### config.mk
export PLATFORM = sky130hd
export DESIGN_NAME = lru_key_value_cache
export DESIGN_NICKNAME = d
export VERILOG_FILES = /design/src/sv/lkvc_pkg.sv /design/src/sv/lru_key_value_cache.sv /design/src/sv/lkvc_cell.sv
export SDC_FILE = /design/constraint.sdc
export NUM_CORES = 1
export LEC_CHECK = 0
export CORE_ASPECT_RATIO = 0.8
export CORE_MARGIN = 2
export CORE_UTILIZATION = 45
export CTS_CLUSTER_DIAMETER = 80
export DETAILED_ROUTE_END_ITERATION = 8
export DONT_BUFFER_PORTS = 1
export PLACE_DENSITY = 0.66
export SLEW_MARGIN = 5
export SYNTH_ARGS = -nofsm -noshare
export SYNTH_HDL_FRONTEND = slang
export SYNTH_HIERARCHICAL = 1
export SYNTH_SLANG_ARGS = --single-unit
### constraint.sdc
create_clock -name clk_i -period 7.7 [get_ports clk_i]
set_input_delay 0.77 -clock clk_i [delete_from_list [all_inputs] [get_ports clk_i]]
set_output_delay 0.77 -clock clk_i [all_outputs]
set_load 0.02 [all_outputs]
### src/sv/lkvc_pkg.sv
package lkvc_pkg;

  // Configuration register file
  localparam int unsigned CAP_BITS   = 5;
  localparam int unsigned ADDR_BITS  = 3;
  localparam int unsigned DATA_BITS  = 32;
  localparam logic [CAP_BITS-1:0] CAP_RESET = 5'd16;

  typedef enum logic [0:0] {
    REG_CAPACITY = 1'b0
  } reg_index_e;

  // Operation code of an input item
  typedef enum logic [0:0] {
    MODE_GET = 1'b0,
    MODE_PUT = 1'b1
  } mode_e;

  // Sequencer states
  typedef enum logic [0:0] {
    ST_IDLE   = 1'b0,
    ST_UPDATE = 1'b1
  } state_e;

  // Update command broadcast from the sequencer to every cell
  typedef struct packed {
    logic upd;    // apply the item this cycle
    logic put;    // item is a put
    logic hit;    // key was found
    logic evict;  // new key replaces the least recent entry
  } cell_ctrl_t;

endpackage

### src/sv/lru_key_value_cache.sv
// Fully associative key-value cache with least-recently-used replacement,
// built as a row of ENTRIES cells, one per entry. An item is a get (mode 0)
// or a put (mode 1) and always yields one result. While the sequencer is idle
// every cell compares its key against the item and the lookup chain through
// the row settles hit, stored value, recency rank and the least recent key;
// the accepting edge captures this summary. In the update state every cell
// applies its own rank and data update and the result is loaded into the
// output register. A result still waiting at the output delays the update
// until it is taken. The capacity register (address 0) limits the entries
// in use: zero acts as one, values above ENTRIES act as ENTRIES, and lowering
// it does not drop entries, later puts of new keys evict one entry each instead.
module lru_key_value_cache import lkvc_pkg::*; #(
  parameter int unsigned ENTRIES    = 16,
  parameter int unsigned KEY_BITS   = 16,
  parameter int unsigned VALUE_BITS = 20
) (
  input  logic                         clk_i,
  input  logic                         rst_ni,
  // configuration port
  input  logic                         psel,
  input  logic                         penable,
  input  logic                         pwrite,
  input  logic [ADDR_BITS-1:0]         paddr,
  input  logic [DATA_BITS-1:0]         pwdata,
  output logic [DATA_BITS-1:0]         prdata,
  output logic                         pready,
  // input items
  input  logic                         in_valid_i,
  output logic                         in_ready_o,
  input  logic                         mode_i,
  input  logic [KEY_BITS-1:0]          key_i,
  input  logic [VALUE_BITS-1:0]        value_i,
  // result items
  output logic                         out_valid_o,
  input  logic                         out_ready_i,
  output logic                         hit_o,
  output logic signed [VALUE_BITS:0]   read_value_o,
  output logic                         evicted_o,
  output logic [KEY_BITS-1:0]          evicted_key_o
);

  localparam int unsigned RANK_BITS = (ENTRIES > 1) ? $clog2(ENTRIES) : 1;
  localparam int unsigned OCC_BITS  = $clog2(ENTRIES + 1);
  localparam int unsigned CMP_BITS  = (OCC_BITS > CAP_BITS) ? OCC_BITS : CAP_BITS;

  state_e                state_q, state_d;
  logic [CAP_BITS-1:0]   cap_q;
  logic [OCC_BITS-1:0]   occ_q, occ_d;
  logic                  accept, upd, load_out;
  reg_index_e            reg_idx;

  logic                  put_q, hit_q, evict_q;
  logic [KEY_BITS-1:0]   key_q, lru_key_q;
  logic [VALUE_BITS-1:0] value_q, hit_value_q;
  logic [RANK_BITS-1:0]  hit_rank_q;

  logic                  out_valid_q;
  logic                  out_hit_q, out_evicted_q;
  logic [VALUE_BITS:0]   out_read_q;
  logic [KEY_BITS-1:0]   out_evkey_q;

  logic [CMP_BITS-1:0]   cap_ext, eff_cap;
  logic                  evict_d;
  logic [RANK_BITS-1:0]  lru_rank;
  logic [OCC_BITS-1:0]   occ_m1;
  cell_ctrl_t            ctrl;

  // chain wires, one more than cells
  logic                  free_ch  [ENTRIES+1];
  logic                  hit_ch   [ENTRIES+1];
  logic [VALUE_BITS-1:0] val_ch   [ENTRIES+1];
  logic [RANK_BITS-1:0]  rank_ch  [ENTRIES+1];
  logic [KEY_BITS-1:0]   lkey_ch  [ENTRIES+1];

  // Configuration register
  assign reg_idx = reg_index_e'(paddr[ADDR_BITS-1]);
  assign pready  = 1'b1;
  assign prdata  = (reg_idx == REG_CAPACITY) ? DATA_BITS'(cap_q) : '0;

  always_ff @(posedge clk_i or negedge rst_ni) begin
    if (!rst_ni) begin
      cap_q <= CAP_RESET;
    end else if (psel && penable && pwrite && (reg_idx == REG_CAPACITY)) begin
      cap_q <= pwdata[CAP_BITS-1:0];
    end
  end

  // Effective capacity and eviction decision
  assign cap_ext = CMP_BITS'(cap_q);
  always_comb begin
    if (cap_q == '0) begin
      eff_cap = CMP_BITS'(1);
    end else if (cap_ext > CMP_BITS'(ENTRIES)) begin
      eff_cap = CMP_BITS'(ENTRIES);
    end else begin
      eff_cap = cap_ext;
    end
  end
  assign evict_d  = (CMP_BITS'(occ_q) >= eff_cap) && (occ_q != '0);
  assign occ_m1   = occ_q - OCC_BITS'(1);
  assign lru_rank = occ_m1[RANK_BITS-1:0];

  // Handshakes
  assign in_ready_o = (state_q == ST_IDLE);
  assign accept     = in_valid_i && in_ready_o;
  assign load_out   = !out_valid_q || out_ready_i;
  assign upd        = (state_q == ST_UPDATE) && load_out;

  // Sequencer
  always_comb begin
    state_d = state_q;
    case (state_q)
      ST_IDLE: begin
        if (accept) begin
          state_d = ST_UPDATE;
        end
      end
      ST_UPDATE: begin
        if (load_out) begin
          state_d = ST_IDLE;
        end
      end
      default: state_d = ST_IDLE;
    endcase
  end

  // Occupancy grows only on an insert without eviction
  always_comb begin
    occ_d = occ_q;
    if (upd && put_q && !hit_q && !evict_q) begin
      occ_d = occ_q + OCC_BITS'(1);
    end
  end

  always_ff @(posedge clk_i or negedge rst_ni) begin
    if (!rst_ni) begin
      state_q     <= ST_IDLE;
      occ_q       <= '0;
      out_valid_q <= 1'b0;
    end else begin
      state_q <= state_d;
      occ_q   <= occ_d;
      if (upd) begin
        out_valid_q <= 1'b1;
      end else if (out_ready_i) begin
        out_valid_q <= 1'b0;
      end
    end
  end

  // Capture the item and the lookup summary
  always_ff @(posedge clk_i) begin
    if (accept) begin
      put_q       <= (mode_e'(mode_i) == MODE_PUT);
      key_q       <= key_i;
      value_q     <= value_i;
      hit_q       <= hit_ch[ENTRIES];
      hit_value_q <= val_ch[ENTRIES];
      hit_rank_q  <= rank_ch[ENTRIES];
      lru_key_q   <= lkey_ch[ENTRIES];
      evict_q     <= evict_d;
    end
  end

  // Build the result
  always_ff @(posedge clk_i) begin
    if (upd) begin
      out_hit_q     <= hit_q;
      out_evicted_q <= put_q && !hit_q && evict_q;
      out_evkey_q   <= (put_q && !hit_q && evict_q) ? lru_key_q : '0;
      if (put_q) begin
        out_read_q <= '0;
      end else if (hit_q) begin
        out_read_q <= {1'b0, hit_value_q};
      end else begin
        out_read_q <= '1;
      end
    end
  end

  assign out_valid_o   = out_valid_q;
  assign hit_o         = out_hit_q;
  assign read_value_o  = $signed(out_read_q);
  assign evicted_o     = out_evicted_q;
  assign evicted_key_o = out_evkey_q;

  // Update command to the row
  assign ctrl.upd   = upd;
  assign ctrl.put   = put_q;
  assign ctrl.hit   = hit_q;
  assign ctrl.evict = evict_q;

  // Row of entry cells
  assign free_ch[0] = 1'b0;
  assign hit_ch[0]  = 1'b0;
  assign val_ch[0]  = '0;
  assign rank_ch[0] = '0;
  assign lkey_ch[0] = '0;

  for (genvar g = 0; g < ENTRIES; g++) begin : g_cell
    lkvc_cell #(
      .KEY_BITS   (KEY_BITS),
      .VALUE_BITS (VALUE_BITS),
      .RANK_BITS  (RANK_BITS)
    ) u_cell (
      .clk_i          (clk_i),
      .rst_ni         (rst_ni),
      .look_i         (accept),
      .key_i          (key_i),
      .lru_rank_i     (lru_rank),
      .ctrl_i         (ctrl),
      .wr_key_i       (key_q),
      .wr_value_i     (value_q),
      .hit_rank_i     (hit_rank_q),
      .free_seen_i    (free_ch[g]),
      .hit_i          (hit_ch[g]),
      .hit_value_i    (val_ch[g]),
      .hit_rank_acc_i (rank_ch[g]),
      .lru_key_i      (lkey_ch[g]),
      .free_seen_o    (free_ch[g+1]),
      .hit_o          (hit_ch[g+1]),
      .hit_value_o    (val_ch[g+1]),
      .hit_rank_acc_o (rank_ch[g+1]),
      .lru_key_o      (lkey_ch[g+1])
    );
  end

endmodule

### src/sv/lkvc_cell.sv
module lkvc_cell import lkvc_pkg::*; #(
  parameter int unsigned KEY_BITS   = 16,
  parameter int unsigned VALUE_BITS = 20,
  parameter int unsigned RANK_BITS  = 4
) (
  input  logic                  clk_i,
  input  logic                  rst_ni,
  // lookup, evaluated on the input ports while idle
  input  logic                  look_i,
  input  logic [KEY_BITS-1:0]   key_i,
  input  logic [RANK_BITS-1:0]  lru_rank_i,
  // update broadcast
  input  cell_ctrl_t            ctrl_i,
  input  logic [KEY_BITS-1:0]   wr_key_i,
  input  logic [VALUE_BITS-1:0] wr_value_i,
  input  logic [RANK_BITS-1:0]  hit_rank_i,
  // chain from the previous cell
  input  logic                  free_seen_i,
  input  logic                  hit_i,
  input  logic [VALUE_BITS-1:0] hit_value_i,
  input  logic [RANK_BITS-1:0]  hit_rank_acc_i,
  input  logic [KEY_BITS-1:0]   lru_key_i,
  // chain to the next cell
  output logic                  free_seen_o,
  output logic                  hit_o,
  output logic [VALUE_BITS-1:0] hit_value_o,
  output logic [RANK_BITS-1:0]  hit_rank_acc_o,
  output logic [KEY_BITS-1:0]   lru_key_o
);

  logic                  valid_q, valid_d;
  logic [RANK_BITS-1:0]  rank_q, rank_d;
  logic [KEY_BITS-1:0]   key_q, key_d;
  logic [VALUE_BITS-1:0] value_q, value_d;
  logic                  match_q, lru_q, first_free_q;
  logic                  match, lru, target;

  // Compare this entry against the incoming item
  assign match = valid_q && (key_q == key_i);
  assign lru   = valid_q && (rank_q == lru_rank_i);

  // Fold this entry into the chain
  assign free_seen_o    = free_seen_i | ~valid_q;
  assign hit_o          = hit_i | match;
  assign hit_value_o    = hit_value_i | (match ? value_q : '0);
  assign hit_rank_acc_o = hit_rank_acc_i | (match ? rank_q : '0);
  assign lru_key_o      = lru_key_i | (lru ? key_q : '0);

  // Slot that takes a new key
  assign target = ctrl_i.evict ? lru_q : first_free_q;

  // Next entry state
  always_comb begin
    valid_d = valid_q;
    rank_d  = rank_q;
    key_d   = key_q;
    value_d = value_q;
    if (ctrl_i.upd) begin
      if (ctrl_i.hit) begin
        if (match_q) begin
          rank_d = '0;
          if (ctrl_i.put) begin
            value_d = wr_value_i;
          end
        end else if (valid_q && (rank_q < hit_rank_i)) begin
          rank_d = rank_q + 1'b1;
        end
      end else if (ctrl_i.put) begin
        if (target) begin
          valid_d = 1'b1;
          rank_d  = '0;
          key_d   = wr_key_i;
          value_d = wr_value_i;
        end else if (valid_q) begin
          rank_d = rank_q + 1'b1;
        end
      end
    end
  end

  // Hold valid mark, rank and the lookup flags
  always_ff @(posedge clk_i or negedge rst_ni) begin
    if (!rst_ni) begin
      valid_q      <= 1'b0;
      rank_q       <= '0;
      match_q      <= 1'b0;
      lru_q        <= 1'b0;
      first_free_q <= 1'b0;
    end else begin
      valid_q <= valid_d;
      rank_q  <= rank_d;
      if (look_i) begin
        match_q      <= match;
        lru_q        <= lru;
        first_free_q <= ~valid_q & ~free_seen_i;
      end
    end
  end

  // Entry payload
  always_ff @(posedge clk_i) begin
    key_q   <= key_d;
    value_q <= value_d;
  end

endmodule

# Word level (Yosys, flattened, before mapping)
# Index checks and enable logic that the tools add are counted.
[word_totals]
reg_bits = 834
inputBits = 79
output_inout_bits = 74
wordCells = 747
[classes]
add_sub_neg = 18
magnitude_cmp = 18
n_eq_ne = 80
n_mux = 234
bitwise_logic = 122
reduce_logical = 147
[ops]
columns = ["cell", "count"]
rows = [
  ["two-way mux 20 bit", 81],
  ["two-way mux 4 bit", 112],
  ["bitwise OR 20 bit", 15],
  ["equality test 16 bit", 16],
  ["two-way mux 16 bit", 16],
  ["bitwise OR 16 bit", 15],
  ["AND reduction 4 bit", 32],
  ["AND reduction 5 bit", 16],
  ["adder 4 x 1 -> 4 bit, second input constant", 16],
  ["equality test 4 bit", 16],
  ["less-than comparator 4 bit", 16],
  ["bitwise OR 4 bit", 15],
  ["logical AND 1 bit", 59],
  ["!= test 3 x 1 -> 1 bit, second input constant", 16],
  ["nonzero test 3 bit", 16],
  ["nonzero test 2 bit", 18],
  ["inverter 1 bit", 33],
  ["!= test 2 x 1 -> 1 bit, second input constant", 16],
  ["!= test 2 bit, second input constant", 16],
  ["bitwise OR 1 bit", 29],
  ["two-way mux 21 bit", 1],
  ["two-way mux 1 bit", 20],
  ["bitwise AND 1 bit", 15],
  ["two-way mux 5 bit", 3],
  ["other kinds (9)", 11],
]

# Longest topological paths before layout
# Gate-level depths: netlist (run 1).
[depth]
ltp_word = 19
mapped_depth = 23
mapped_depth_nobuf = 22

# Modules after synthesis
# The synthesis (run 1) kept the hierarchy.
[modules_own_cells]
columns = ["mod", "n_inst", "cells_per_inst", "area_each_um2", "seq_area_each_um2"]
rows = [
  ["lkvc_cell", 16, 158, 2163.3, 1281.2],
  ["lru_key_value_cache", 1, 284, 4798.4, 3844.9],
]

# Worst setup path before layout (run 1)
# OpenSTA, ideal clock, no wires.
[synth_timing]
path_type = "input -> register"
from = "in in_valid_i"
to = "reg g_cell[0].u_cell.first_free_q"
setup_ns = 0.093
arrival_time_ns = 7.092
required_ns = 7.607
setup_slack_ns = 0.514
cell_stages = 2
path_buffers = 0
path_cell_list = "nor2b_1 > mux2_2"
[synth_via]
elab_chain_len = 1
[synth_lines]
columns = ["item", "line", "source"]
rows = [
  ["start: declaration", "lru_key_value_cache.sv:28", "input logic in_valid_i,"],
  ["logical AND 1 bit", "lru_key_value_cache.sv:105", "assign accept = in_valid_i && in_ready_o;"],
  ["end signal: assignment", "lkvc_cell.sv:95", "first_free_q <= ~valid_q & ~free_seen_i;"],
  ["end: declaration", "lkvc_cell.sv:35", "logic match_q, lru_q, first_free_q;"],
]
# No other way between the ends.
# A chain may end at the register's enable or synchronous reset.

==> results of run 1 <==
[through the flow]
stage          power, W  hold WS (ps)    util  std cells  instance area (µm²)
2_1_floorplan  0.007929         473.4       -       2880                39660
3_3_place_gp   0.008613         478.1  0.4676       3960                40740
3_5_place_dp   0.008782         477.5  0.4676       3960                40740
4_1_cts         0.01285         126.0  0.4992       4121                43500
5_1_grt         0.01334         130.1  0.4993       4121                43510
6_report        0.01276         59.17  0.4993       4121                43510
[state kept, by name (all words and copies together) (netlist names), 4 cells and up]
signal                      flops
g_cell.u_cell/valid_q          16
key_q                          16
g_cell.u_cell/lru_q            16
g_cell.u_cell/rank_q           64
hit_rank_q                      4
occ_q                           5
value_q                        20
g_cell.u_cell/match_q          16
evicted_key_o                  16
hit_value_q                    20
lru_key_q                      16
read_value_o                   21
g_cell.u_cell/value_q         320
g_cell.u_cell/first_free_q     16
g_cell.u_cell/key_q           256
cap_ext                         5
[layout make-up]
cell class              count  area (µm²)
clock inverters            49       360.3
clock buffers             111        2372
inverters                 122       457.9
multi-input cells        1840       14330
well taps                1138        1424
flip-flops and latches    834       24340
repair buffers             27       222.7
fillers                  7250       43630
[what timing repair did]
item	4_1_cts	5_1_grt
hold buffers	1	0
hold endpoints to repair	140	0
setup endpoints to repair	0	0
[power by group]
part | total [W] | switching, W | internal [W]
combinational | 0.00250 | 0.00154 | 0.000962
clock | 0.00404 | 0.00172 | 0.00231
sequential | 0.00622 | 0.000685 | 0.00554
[cells in the final DEF (no fill, tap or decap), types with 17 or more instances in the layout]
cell	instances
edfxtp_1	694
a21o_1	624
xor2_1	288
dfrtp_1	139
inv_1	121
nand2_1	103
clkbuf_16	91
ha_1	72
conb_1	71
mux2_2	66
nand3_1	64
nor4_1	48
o21ai_0	48
nor2_1	40
xnor2_1	36
nor3_1	34
nand2b_1	33
nor3b_2	32
or2_2	32
buf_4	26
nor2b_1	20
a21oi_1	20
clkinv_1	20
clkbuf_1	18
clkinv_2	18
o211ai_1	17
[worst max-delay path, delay by kind of cell, from the launching register on]
kind / cells / cell delay [ps]
xor+xnor: 1 / 170
flops: 1 / 420
simple gates: 19 / 4980
[per-layer routing]
metal | track usage | vias up
met1 | 0.2910 | 11675
met4 | 0.05139 | 0
li1 | - | 10543
met3 | 0.03610 | 137
met2 | 0.3064 | 639
met5 | 0 | -
[worst min-delay path by stage]
stage,to,cells after the start
after floorplan,cap_ext[0]$_DFFE_PN0P_,0
after global placement,out_valid_o$_DFFE_PN0P_,0
after detailed placement,out_valid_o$_DFFE_PN0P_,0
after CTS,out_valid_o$_DFFE_PN0P_,1
after global routing,out_valid_o$_DFFE_PN0P_,1
final,cap_ext[3]$_DFFE_PN0P_,1
==> reports/results.tsv, run 1 <==
stage	metric	value	unit
run_status	status	finished clean	
floorplanning	# IOs	153	
clocking	# resized after CTS	0	
worst_setup_path	Setup crit end kind	flop	
sta	final setup fails	0	
floorplanning	Die ar.	0.08996	mm²
sta	setup ws final	1865	ps
place	DP Worst Slack	1532	ps
place	PortBufs	0	
worst_setup_path	worst endpoint required time	8080	ps
clocking	CTS tree	done	
sta	Relative slew margins	0.1420	
routing	Vias per Instance	5.580	
clocking	# clock sinks	834	
sta	minimum clock period after layout	5835	ps
sta	Final period util	0.7577	
routing	met3 routed WL	5.363	mm
cells_and_area	Synth-to-Final Area Change	10.41	%
sta	RSZ-0062 raised after global routing	no	
worst_setup_path	Slowest-stage cell, CP	edfxtp_1	
floorplanning	Initial Util	0.4522	
job	max cap viols	0	
floorplanning	total core area	0.08714	mm²
sta	Setup TNS	0	ps
routing	first-pass detailed-route iteration total	7	
clocking	Clock Latency Late Sink	640	ps
global_route	initial antenna violation count	1	
sta	Least-Margin Pin Slew	1286	ps
place	DP HPWL	61.63	mm
clocking	Clock Path Buffers	3	
place	RD Place Congestion	0.8200	
routing	Avg WL per Cell	21.76	µm
worst_setup_path	startpoint types	flop	
sta	Slew Limit Fails	0	
worst_setup_path	CP endpoint	hit_q$_DFFE_PP_	
clocking	Post-CTS Setup Inserts	0	
worst_setup_path	crit-path max cell delay	420	ps
worst_setup_path	flop-to-flop setup slack	1870	ps
synthesis	Yosys warning count	6	
global_route	first-pass GRT wire length	139.8	mm
worst_setup_path	critical path class	flop to flop	
cells_and_area	layout cells sized above 1	0.1277	
worst_setup_path	critical path cell sequence	xor2_1 > nor3_1 > nand3_1 > nor2_4 > or2_2 > or2_2 > or2_2 > or2_2 > or2_2 > or2_2 > or2_2 > or2_2 > or2_2 > or2_2 > or2_2 > or2_2 > or2_2 > or2_2 > or2_2 > or2_2	
global_route	vias in the first global route	23701	
power	VDD IR-drop max	0.1523	mV
sta	final hold viol count	0	
synthesis	Mean Syn Cell Area	14.02	µm²
clocking	CTS buffer count	87	
sta	clock skew	30.63	ps
worst_setup_path	WP data arrival	6210	ps
cells_and_area	nets	3063	
floorplanning	Die Span Y	268.7	µm
routing	top routing layer in use	met4	
worst_setup_path	CP startpoint	g_cell[0].u_cell/key_q[15]$_DFFE_PP_	
synthesis	post-synthesis cell count	2811	
sta	fmax	0.1714	GHz
routing	ANT nets after route	0	
cells_and_area	n_diodes	0	
clocking	H-tree levels	3	
worst_setup_path	Worst path most repeated cell	or2_2	
global_route	largest net degree at the start of global routing	141	
routing	drc violations	0	
routing	Initial DRC Count	1739	
hold_path	HP Class	primary input to asynchronous set/reset pin	
routing	WL met1	42.50	mm
worst_setup_path	Register-to-Register Path Depth	20	
routing	routed wl met2	40.05	mm
power	Leak Pwr	18.61	nW
floorplanning	Die W	334.8	µm
global_route	GR Overflow Total	0	
clocking	clock-pin slew on the worst setup and hold paths	60	ps
routing	Vias	22994	
global_route	total global-route track usage	0.1988	
worst_setup_path	worst reg2reg path startpoint	g_cell[0].u_cell/key_q[15]$_DFFE_PP_	
routing	drt total wl	89.66	mm
power	PwrDens	293.3	mW/mm²
clocking	clk root buf	clkbuf_16	
floorplanning	Rows	97	
worst_setup_path	CP Max Fanout	2	
worst_setup_path	R2R Path End	hit_q$_DFFE_PP_	
synthesis	Syn Std Cell Area	0.03941	mm²
Note: power is estimated with default switching activity, not from simulation.
==> inputs of run 2 (changes only) <==
Clock period 7.7 ns to 5.8 ns, I/O delays scaled along.
==> reports/results.tsv, run 2 (synthesized netlist as in run 1, its figures left out) <==
stage	metric	value	unit	change
floorplanning	Die ar.	0.08996	mm²	unchanged
hold_path	HP Class	primary input to flop		was primary input to asynchronous set/reset pin
clocking	Post-CTS Setup Inserts	0		unchanged
clocking	clk root buf	clkbuf_16		unchanged
sta	clock skew	41.56	ps	was 30.63 ps
sta	final setup fails	0		unchanged
clocking	# clock sinks	834		unchanged
sta	Least-Margin Pin Slew	1171	ps	was 1286 ps
place	DP Area	0.04088	mm²	was 0.04074 mm²
routing	drt total wl	92.81	mm	was 89.66 mm
global_route	GR Overflow Total	0		unchanged
worst_setup_path	worst reg2reg path startpoint	g_cell[0].u_cell/key_q[11]$_DFFE_PP_		was g_cell[0].u_cell/key_q[15]$_DFFE_PP_
power	Design Power	0.01720	W	was 0.01276 W
cells_and_area	Synth-to-Final Area Change	11.37	%	was 10.41%
floorplanning	# IOs	153		unchanged
routing	Initial DRC Count	1878		was 1739
cells_and_area	layout cells sized above 1	0.1326		was 0.1277
global_route	Global Route met1 Usage	0.3040		was 0.2910
sta	Relative slew margins	0.2187		was 0.1420
global_route	largest net degree at the start of global routing	141		unchanged
clocking	H-tree levels	3		unchanged
floorplanning	Rows	97		unchanged
clocking	CTS buffer count	87		unchanged
power	PwrDens	391.8	mW/mm²	was 293.3 mW/mm²
clocking	CTS tree	done		unchanged
floorplanning	Die W	334.8	µm	unchanged
global_route	met3 GRT Util	0.04315		was 0.03610
power	VDD IR-drop max	0.2651	mV	was 0.1523 mV
cells_and_area	max reg flops	320		unchanged
global_route	total global-route track usage	0.2074		was 0.1988
place	PortBufs	0		unchanged
cells_and_area	most common cell after layout, fill and taps aside	edfxtp_1		unchanged
sta	fmax	0.1781	GHz	was 0.1714 GHz
worst_setup_path	crit-path max cell delay	440	ps	was 420 ps
cells_and_area	largest registers	g_cell.u_cell/value_q x320, g_cell.u_cell/key_q x256, g_cell.u_cell/rank_q x64		unchanged
global_route	vias in the first global route	23976		was 23701
routing	Avg WL per Cell	22.37	µm	was 21.76 µm
global_route	first-pass GRT wire length	144.4	mm	was 139.8 mm
cells_and_area	Biggest register	g_cell.u_cell/value_q		unchanged
worst_setup_path	Slowest-stage cell, CP	edfxtp_1		unchanged
job	max cap viols	0		unchanged
routing	drc violations	0		unchanged
routing	Vias	23290		was 22994
global_route	met2 usage	0.3153		was 0.3064
worst_setup_path	Worst path most repeated cell	or2_2		unchanged
routing	ANT nets after route	0		unchanged
worst_setup_path	CP startpoint	g_cell[0].u_cell/key_q[11]$_DFFE_PP_		was g_cell[0].u_cell/key_q[15]$_DFFE_PP_
worst_setup_path	CP Max Fanout	2		unchanged
routing	Vias per Instance	5.615		was 5.580
place	dpl cells	3974		was 3960
sta	Slew Limit Fails	0		unchanged
floorplanning	Die Span Y	268.7	µm	unchanged
hold_path	Hold Path Origin	value_i[9]		
floorplanning	total core area	0.08714	mm²	unchanged
floorplanning	Initial Util	0.4522		unchanged
cells_and_area	final cell count without fillers	4148		was 4121
sta	RSZ-0062 raised after global routing	no		unchanged
global_route	GRT Max-Usage Layer	met2		unchanged
worst_setup_path	startpoint types	flop		unchanged
worst_setup_path	worst endpoint required time	6200	ps	was 8080 ps
sta	Final period util	0.9682		was 0.7577
place	DP HPWL	62.35	mm	was 61.63 mm
worst_setup_path	critical path class	flop to flop		unchanged
power	Leak Pwr	18.79	nW	was 18.61 nW
clocking	clock-pin slew on the worst setup and hold paths	60	ps	about the same
routing	first-pass detailed-route iteration total	5		was 7
clocking	Clock Path Buffers	3		unchanged
worst_setup_path	WP data arrival	6010	ps	was 6210 ps
sta	minimum clock period after layout	5616	ps	was 5835 ps
sta	final hold viol count	0		unchanged
cells_and_area	nets	3089		was 3063
cells_and_area	utilization after layout	0.5036		was 0.4993
cells_and_area	most frequent cells in the layout	edfxtp_1 (694), a21o_1 (624), xor2_1 (287), dfrtp_1 (139), inv_1 (121)		was edfxtp_1 (694), a21o_1 (624), xor2_1 (288), dfrtp_1 (139), inv_1 (121)
run_status	status	finished clean		unchanged
cells_and_area	final instance area	0.04388	mm²	was 0.04351 mm²
worst_setup_path	critical path cell sequence	xor2_2 > nor4_2 > nand3_1 > nor2_4 > or2_2 > or2_2 > or2_2 > or2_4 > or2_2 > or2_4 > or2_2 > or2_2 > or2_4 > or2_2 > or2_2 > or2_2 > or2_2 > or2_2 > or2_2 > or2_4		was xor2_1 > nor3_1 > nand3_1 > nor2_4 > or2_2 > or2_2 > or2_2 > or2_2 > or2_2 > or2_2 > or2_2 > or2_2 > or2_2 > or2_2 > or2_2 > or2_2 > or2_2 > or2_2 > or2_2 > or2_2
worst_setup_path	Setup crit end kind	flop		unchanged
place	RD Place Congestion	0.8250		was 0.8200
global_route	initial antenna violation count	8		was 1
clocking	Clock Latency Late Sink	660	ps	was 640 ps
[run 2: worst paths after layout]
kind	endpoint	slack [ps]	cells past startpoint
worst max-delay path	hit_q$_DFFE_PP_	180	20
min in group asynchronous	g_cell[10].u_cell/rank_q[3]$_DFFE_PN0P_	670	2
worst min register to register	g_cell[13].u_cell/first_free_q$_DFFE_PN0P_	500	1
max in group asynchronous	g_cell[2].u_cell/rank_q[0]$_DFFE_PN0P_	4480	2
worst min-delay path	value_q[9]$_DFFE_PP_	50	0
worst max register to register	hit_q$_DFFE_PP_	180	20
[run 2: critical path, delay by kind of cell, from the launching register on]
kind	cells	cell delay (ps)
AND/OR/NAND/NOR	19	4740
flip-flops	1	440
XOR/XNOR	1	190
[run 2: timing repair]
item / 4_1_cts / 5_1_grt
hold endpoints to repair: 151 / 0
gates resized for setup: 1 / 5
setup endpoints to repair: 1 / 1
hold buffers: 13 / 0
pin swaps: 3 / 3
[run 2: metal layers]
| layer | part of all wire | vias to the layer above |
|---|---|---|
| met5 | 0.00073 | - |
| met2 | 0.44 | 667 |
| met1 | 0.48 | 11852 |
| met4 | 0.021 | 12 |
| li1 | - | 10610 |
| met3 | 0.062 | 149 |
[run 2: power breakdown]
part           total (W)  internal (W)  switching, W
Sequential       0.00825       0.00735      0.000905
Combinational    0.00338       0.00132       0.00206
Clock            0.00556       0.00324       0.00233
Total             0.0172        0.0119       0.00529
[run 2: final cells by class]
type | instances | area, µm²
clock buffer | 115 | 2417
multi-input combinational | 1840 | 14360
fill | 7309 | 43260
clock inverter | 45 | 409.1
antenna | 1 | 2.502
tap | 1138 | 1424
inverter | 122 | 457.9
sequential | 834 | 24340
timing repair buffer | 53 | 473.0
[run 2: through the flow]
step | setup WS [ps] | setup TNS [ps] | hold slack (ps)
after floorplan | 135.4 | 0 | 284.4
after global placement | -276.6 | -276.6 | 287.7
after detailed placement | -203.7 | -203.7 | 287.9
after CTS | 0.3935 | 0 | 11.71
after global routing | 32.47 | 0 | 15.45
final | 184.2 | 0 | 51.50
==> inputs of run 3 (changes only) <==
Settings changed: SETUP_SLACK_MARGIN set to 0.3.
==> reports/results.tsv, run 3 (synthesized netlist as in run 1, its figures left out) <==
stage	metric	value	unit	change
cells_and_area	max reg flops	320		unchanged
worst_setup_path	CP Max Fanout	2		unchanged
floorplanning	total core area	0.08714	mm²	unchanged
sta	Slew Limit Fails	0		unchanged
sta	Least-Margin Pin Slew	1233	ps	was 1171 ps
clocking	CTS tree	done		unchanged
sta	final hold slack	32.18	ps	was 51.50 ps
worst_setup_path	WP data arrival	5690	ps	was 6010 ps
routing	routed wl met2	39.81	mm	was 40.84 mm
global_route	initial antenna violation count	5		was 8
run_status	status	finished clean		unchanged
routing	drc violations	0		unchanged
worst_setup_path	worst endpoint required time	6180	ps	was 6200 ps
sta	minimum clock period after layout	5314	ps	was 5616 ps
global_route	first-pass GRT wire length	142.5	mm	was 144.4 mm
clocking	clk root buf	clkbuf_16		unchanged
routing	ANT nets after route	0		unchanged
cells_and_area	Synth-to-Final Area Change	11.13	%	was 11.37%
global_route	vias in the first global route	23632		was 23976
floorplanning	Initial Util	0.4522		unchanged
cells_and_area	most common cell after layout, fill and taps aside	edfxtp_1		unchanged
routing	drt total wl	91.21	mm	was 92.81 mm
cells_and_area	nets	3082		was 3089
global_route	total global-route track usage	0.2042		was 0.2074
routing	Vias per Instance	5.585		was 5.615
clocking	H-tree levels	3		unchanged
sta	Final period util	0.9162		was 0.9682
job	max cap viols	0		unchanged
routing	Avg WL per Cell	22.05	µm	was 22.37 µm
sta	Setup TNS	0	ps	unchanged
sta	clock skew	29.83	ps	was 41.56 ps
cells_and_area	layout cells sized above 1	0.1321		was 0.1326
floorplanning	# IOs	153		unchanged
floorplanning	Die Span Y	268.7	µm	unchanged
sta	RSZ-0062 raised after global routing	no		unchanged
clocking	CTS buffer count	85		was 87
routing	Initial DRC Count	1816		was 1878
sta	setup ws final	486.1	ps	was 184.2 ps
floorplanning	Die ar.	0.08996	mm²	unchanged
cells_and_area	most frequent cells in the layout	edfxtp_1 (694), a21o_1 (624), xor2_1 (287), dfrtp_1 (139), inv_1 (121)		unchanged
worst_setup_path	startpoint types	flop		unchanged
hold_path	HP Class	primary input to flop		unchanged
place	DP HPWL	62.31	mm	was 62.35 mm
place	PortBufs	0		unchanged
sta	fmax	0.1882	GHz	was 0.1781 GHz
place	RD Place Congestion	0.8377		was 0.8250
floorplanning	Die W	334.8	µm	unchanged
routing	WL met1	43.81	mm	was 44.20 mm
clocking	Clock Latency Late Sink	650	ps	was 660 ps
clocking	Clock Path Buffers	3		unchanged
cells_and_area	largest registers	g_cell.u_cell/value_q x320, g_cell.u_cell/key_q x256, g_cell.u_cell/rank_q x64		unchanged
power	PwrDens	391.7	mW/mm²	was 391.8 mW/mm²
floorplanning	Rows	97		unchanged
global_route	GR Overflow Total	0		unchanged
power	Design Power	0.01715	W	was 0.01720 W
sta	final setup fails	0		unchanged
routing	Vias	23098		was 23290
sta	Relative slew margins	0.1773		was 0.2187
power	Leak Pwr	18.73	nW	was 18.79 nW
place	DP Worst Slack	-30.80	ps	was -203.7 ps
routing	first-pass detailed-route iteration total	6		was 5
clocking	clock-pin slew on the worst setup and hold paths	60	ps	about the same
clocking	# clock sinks	834		unchanged
cells_and_area	Biggest register	g_cell.u_cell/value_q		unchanged
sta	final hold viol count	0		unchanged
routing	top routing layer in use	met5		unchanged
routing	met3 routed WL	5.564	mm	was 5.760 mm
power	VDD IR-drop max	0.2098	mV	was 0.2651 mV
worst_setup_path	Setup crit end kind	flop		unchanged
cells_and_area	n_diodes	0		was 1
worst_setup_path	critical path class	flop to flop		unchanged
global_route	largest net degree at the start of global routing	141		unchanged
-- run 3: cell count changes in the layout (fill, tap and decap cells not counted), moves of 2 or more --
cell | previous run | this run
or2_4 | 4 | 10
dlygate4sd3_1 | 12 | 8
inv_6 | 0 | 3
clkbuf_1 | 19 | 21
clkinv_4 | 0 | 2
bufinv_16 | 7 | 9
or2_2 | 28 | 22
clkinv_2 | 16 | 13
clkbuf_16 | 91 | 87
clkinv_1 | 17 | 11
clkbuf_8 | 5 | 3
-- run 3: metal layers --
metal	track usage	up-vias
li1	-	10567
met1	0.3020	11663
met2	0.3115	715
met3	0.03740	143
met4	0.05151	10
met5	0	-
-- run 3: cell type report --
| cell class | count | area (µm²) |
|---|---|---|
| fillers | 7277 | 43350 |
| flip-flops and latches | 834 | 24340 |
| multi-input cells | 1840 | 14370 |
| clock buffers | 111 | 2297 |
| well taps | 1138 | 1424 |
| clock inverters | 43 | 475.5 |
| inverters | 122 | 457.9 |
| repair buffers | 48 | 425.4 |
-- run 3: final timing paths --
check | startpoint | endpoint | slack (ps) | cells past startpoint
min in group asynchronous | rst_ni | g_cell[13].u_cell/rank_q[3]$_DFFE_PN0P_ | 570 | 2
worst max-delay path | g_cell[0].u_cell/key_q[0]$_DFFE_PP_ | hit_q$_DFFE_PP_ | 490 | 20
worst min-delay path | key_i[15] | key_q[15]$_DFFE_PP_ | 30 | 0
worst max register to register | g_cell[0].u_cell/key_q[0]$_DFFE_PP_ | hit_q$_DFFE_PP_ | 490 | 20
max in group asynchronous | rst_ni | g_cell[3].u_cell/match_q$_DFFE_PN0P_ | 4520 | 2
worst min register to register | g_cell[0].u_cell/lru_q$_DFFE_PN0P_ | g_cell[0].u_cell/lru_q$_DFFE_PN0P_ | 510 | 1
-- run 3: where the power goes --
part           switching, W  leakage [nW]  internal [W]
clock network       0.00230          1.35       0.00320
registers          0.000928          8.18       0.00735
logic               0.00206          9.20       0.00132
-- run 3: worst max-delay path, cell delays in order, from the launching register on --
cell      delay (ps)
edfxtp_1         400
xor2_1           220
nor4_2            60
nand3_1          150
nor2_4            40
or2_2            270
or2_4            250
or2_4            250
or2_2            290
or2_4            240
or2_2            290
or2_4            240
or2_2            290
or2_4            250
or2_2            290
or2_4            250
or2_2            290
or2_4            240
or2_4            240
or2_4            240
or2_4            240
-- run 3: through the flow --
stage | instance area, µm² | utilization | std cells
after floorplan | 39680 | - | 2880
after global placement | 40870 | 0.4691 | 3972
after detailed placement | 40870 | 0.4691 | 3972
after CTS | 43780 | 0.5024 | 4136
after global routing | 43790 | 0.5025 | 4136
final | 43790 | 0.5025 | 4136
-- run 3: what timing repair did --
item                       in CTS  in global routing
pin swaps                       2                  4
buffers inserted                1                  0
resized for setup               4                  4
hold endpoints to repair      147                  0
hold buffers                    9                  0
setup endpoints to repair       1                  1
gates cloned                    0                  0
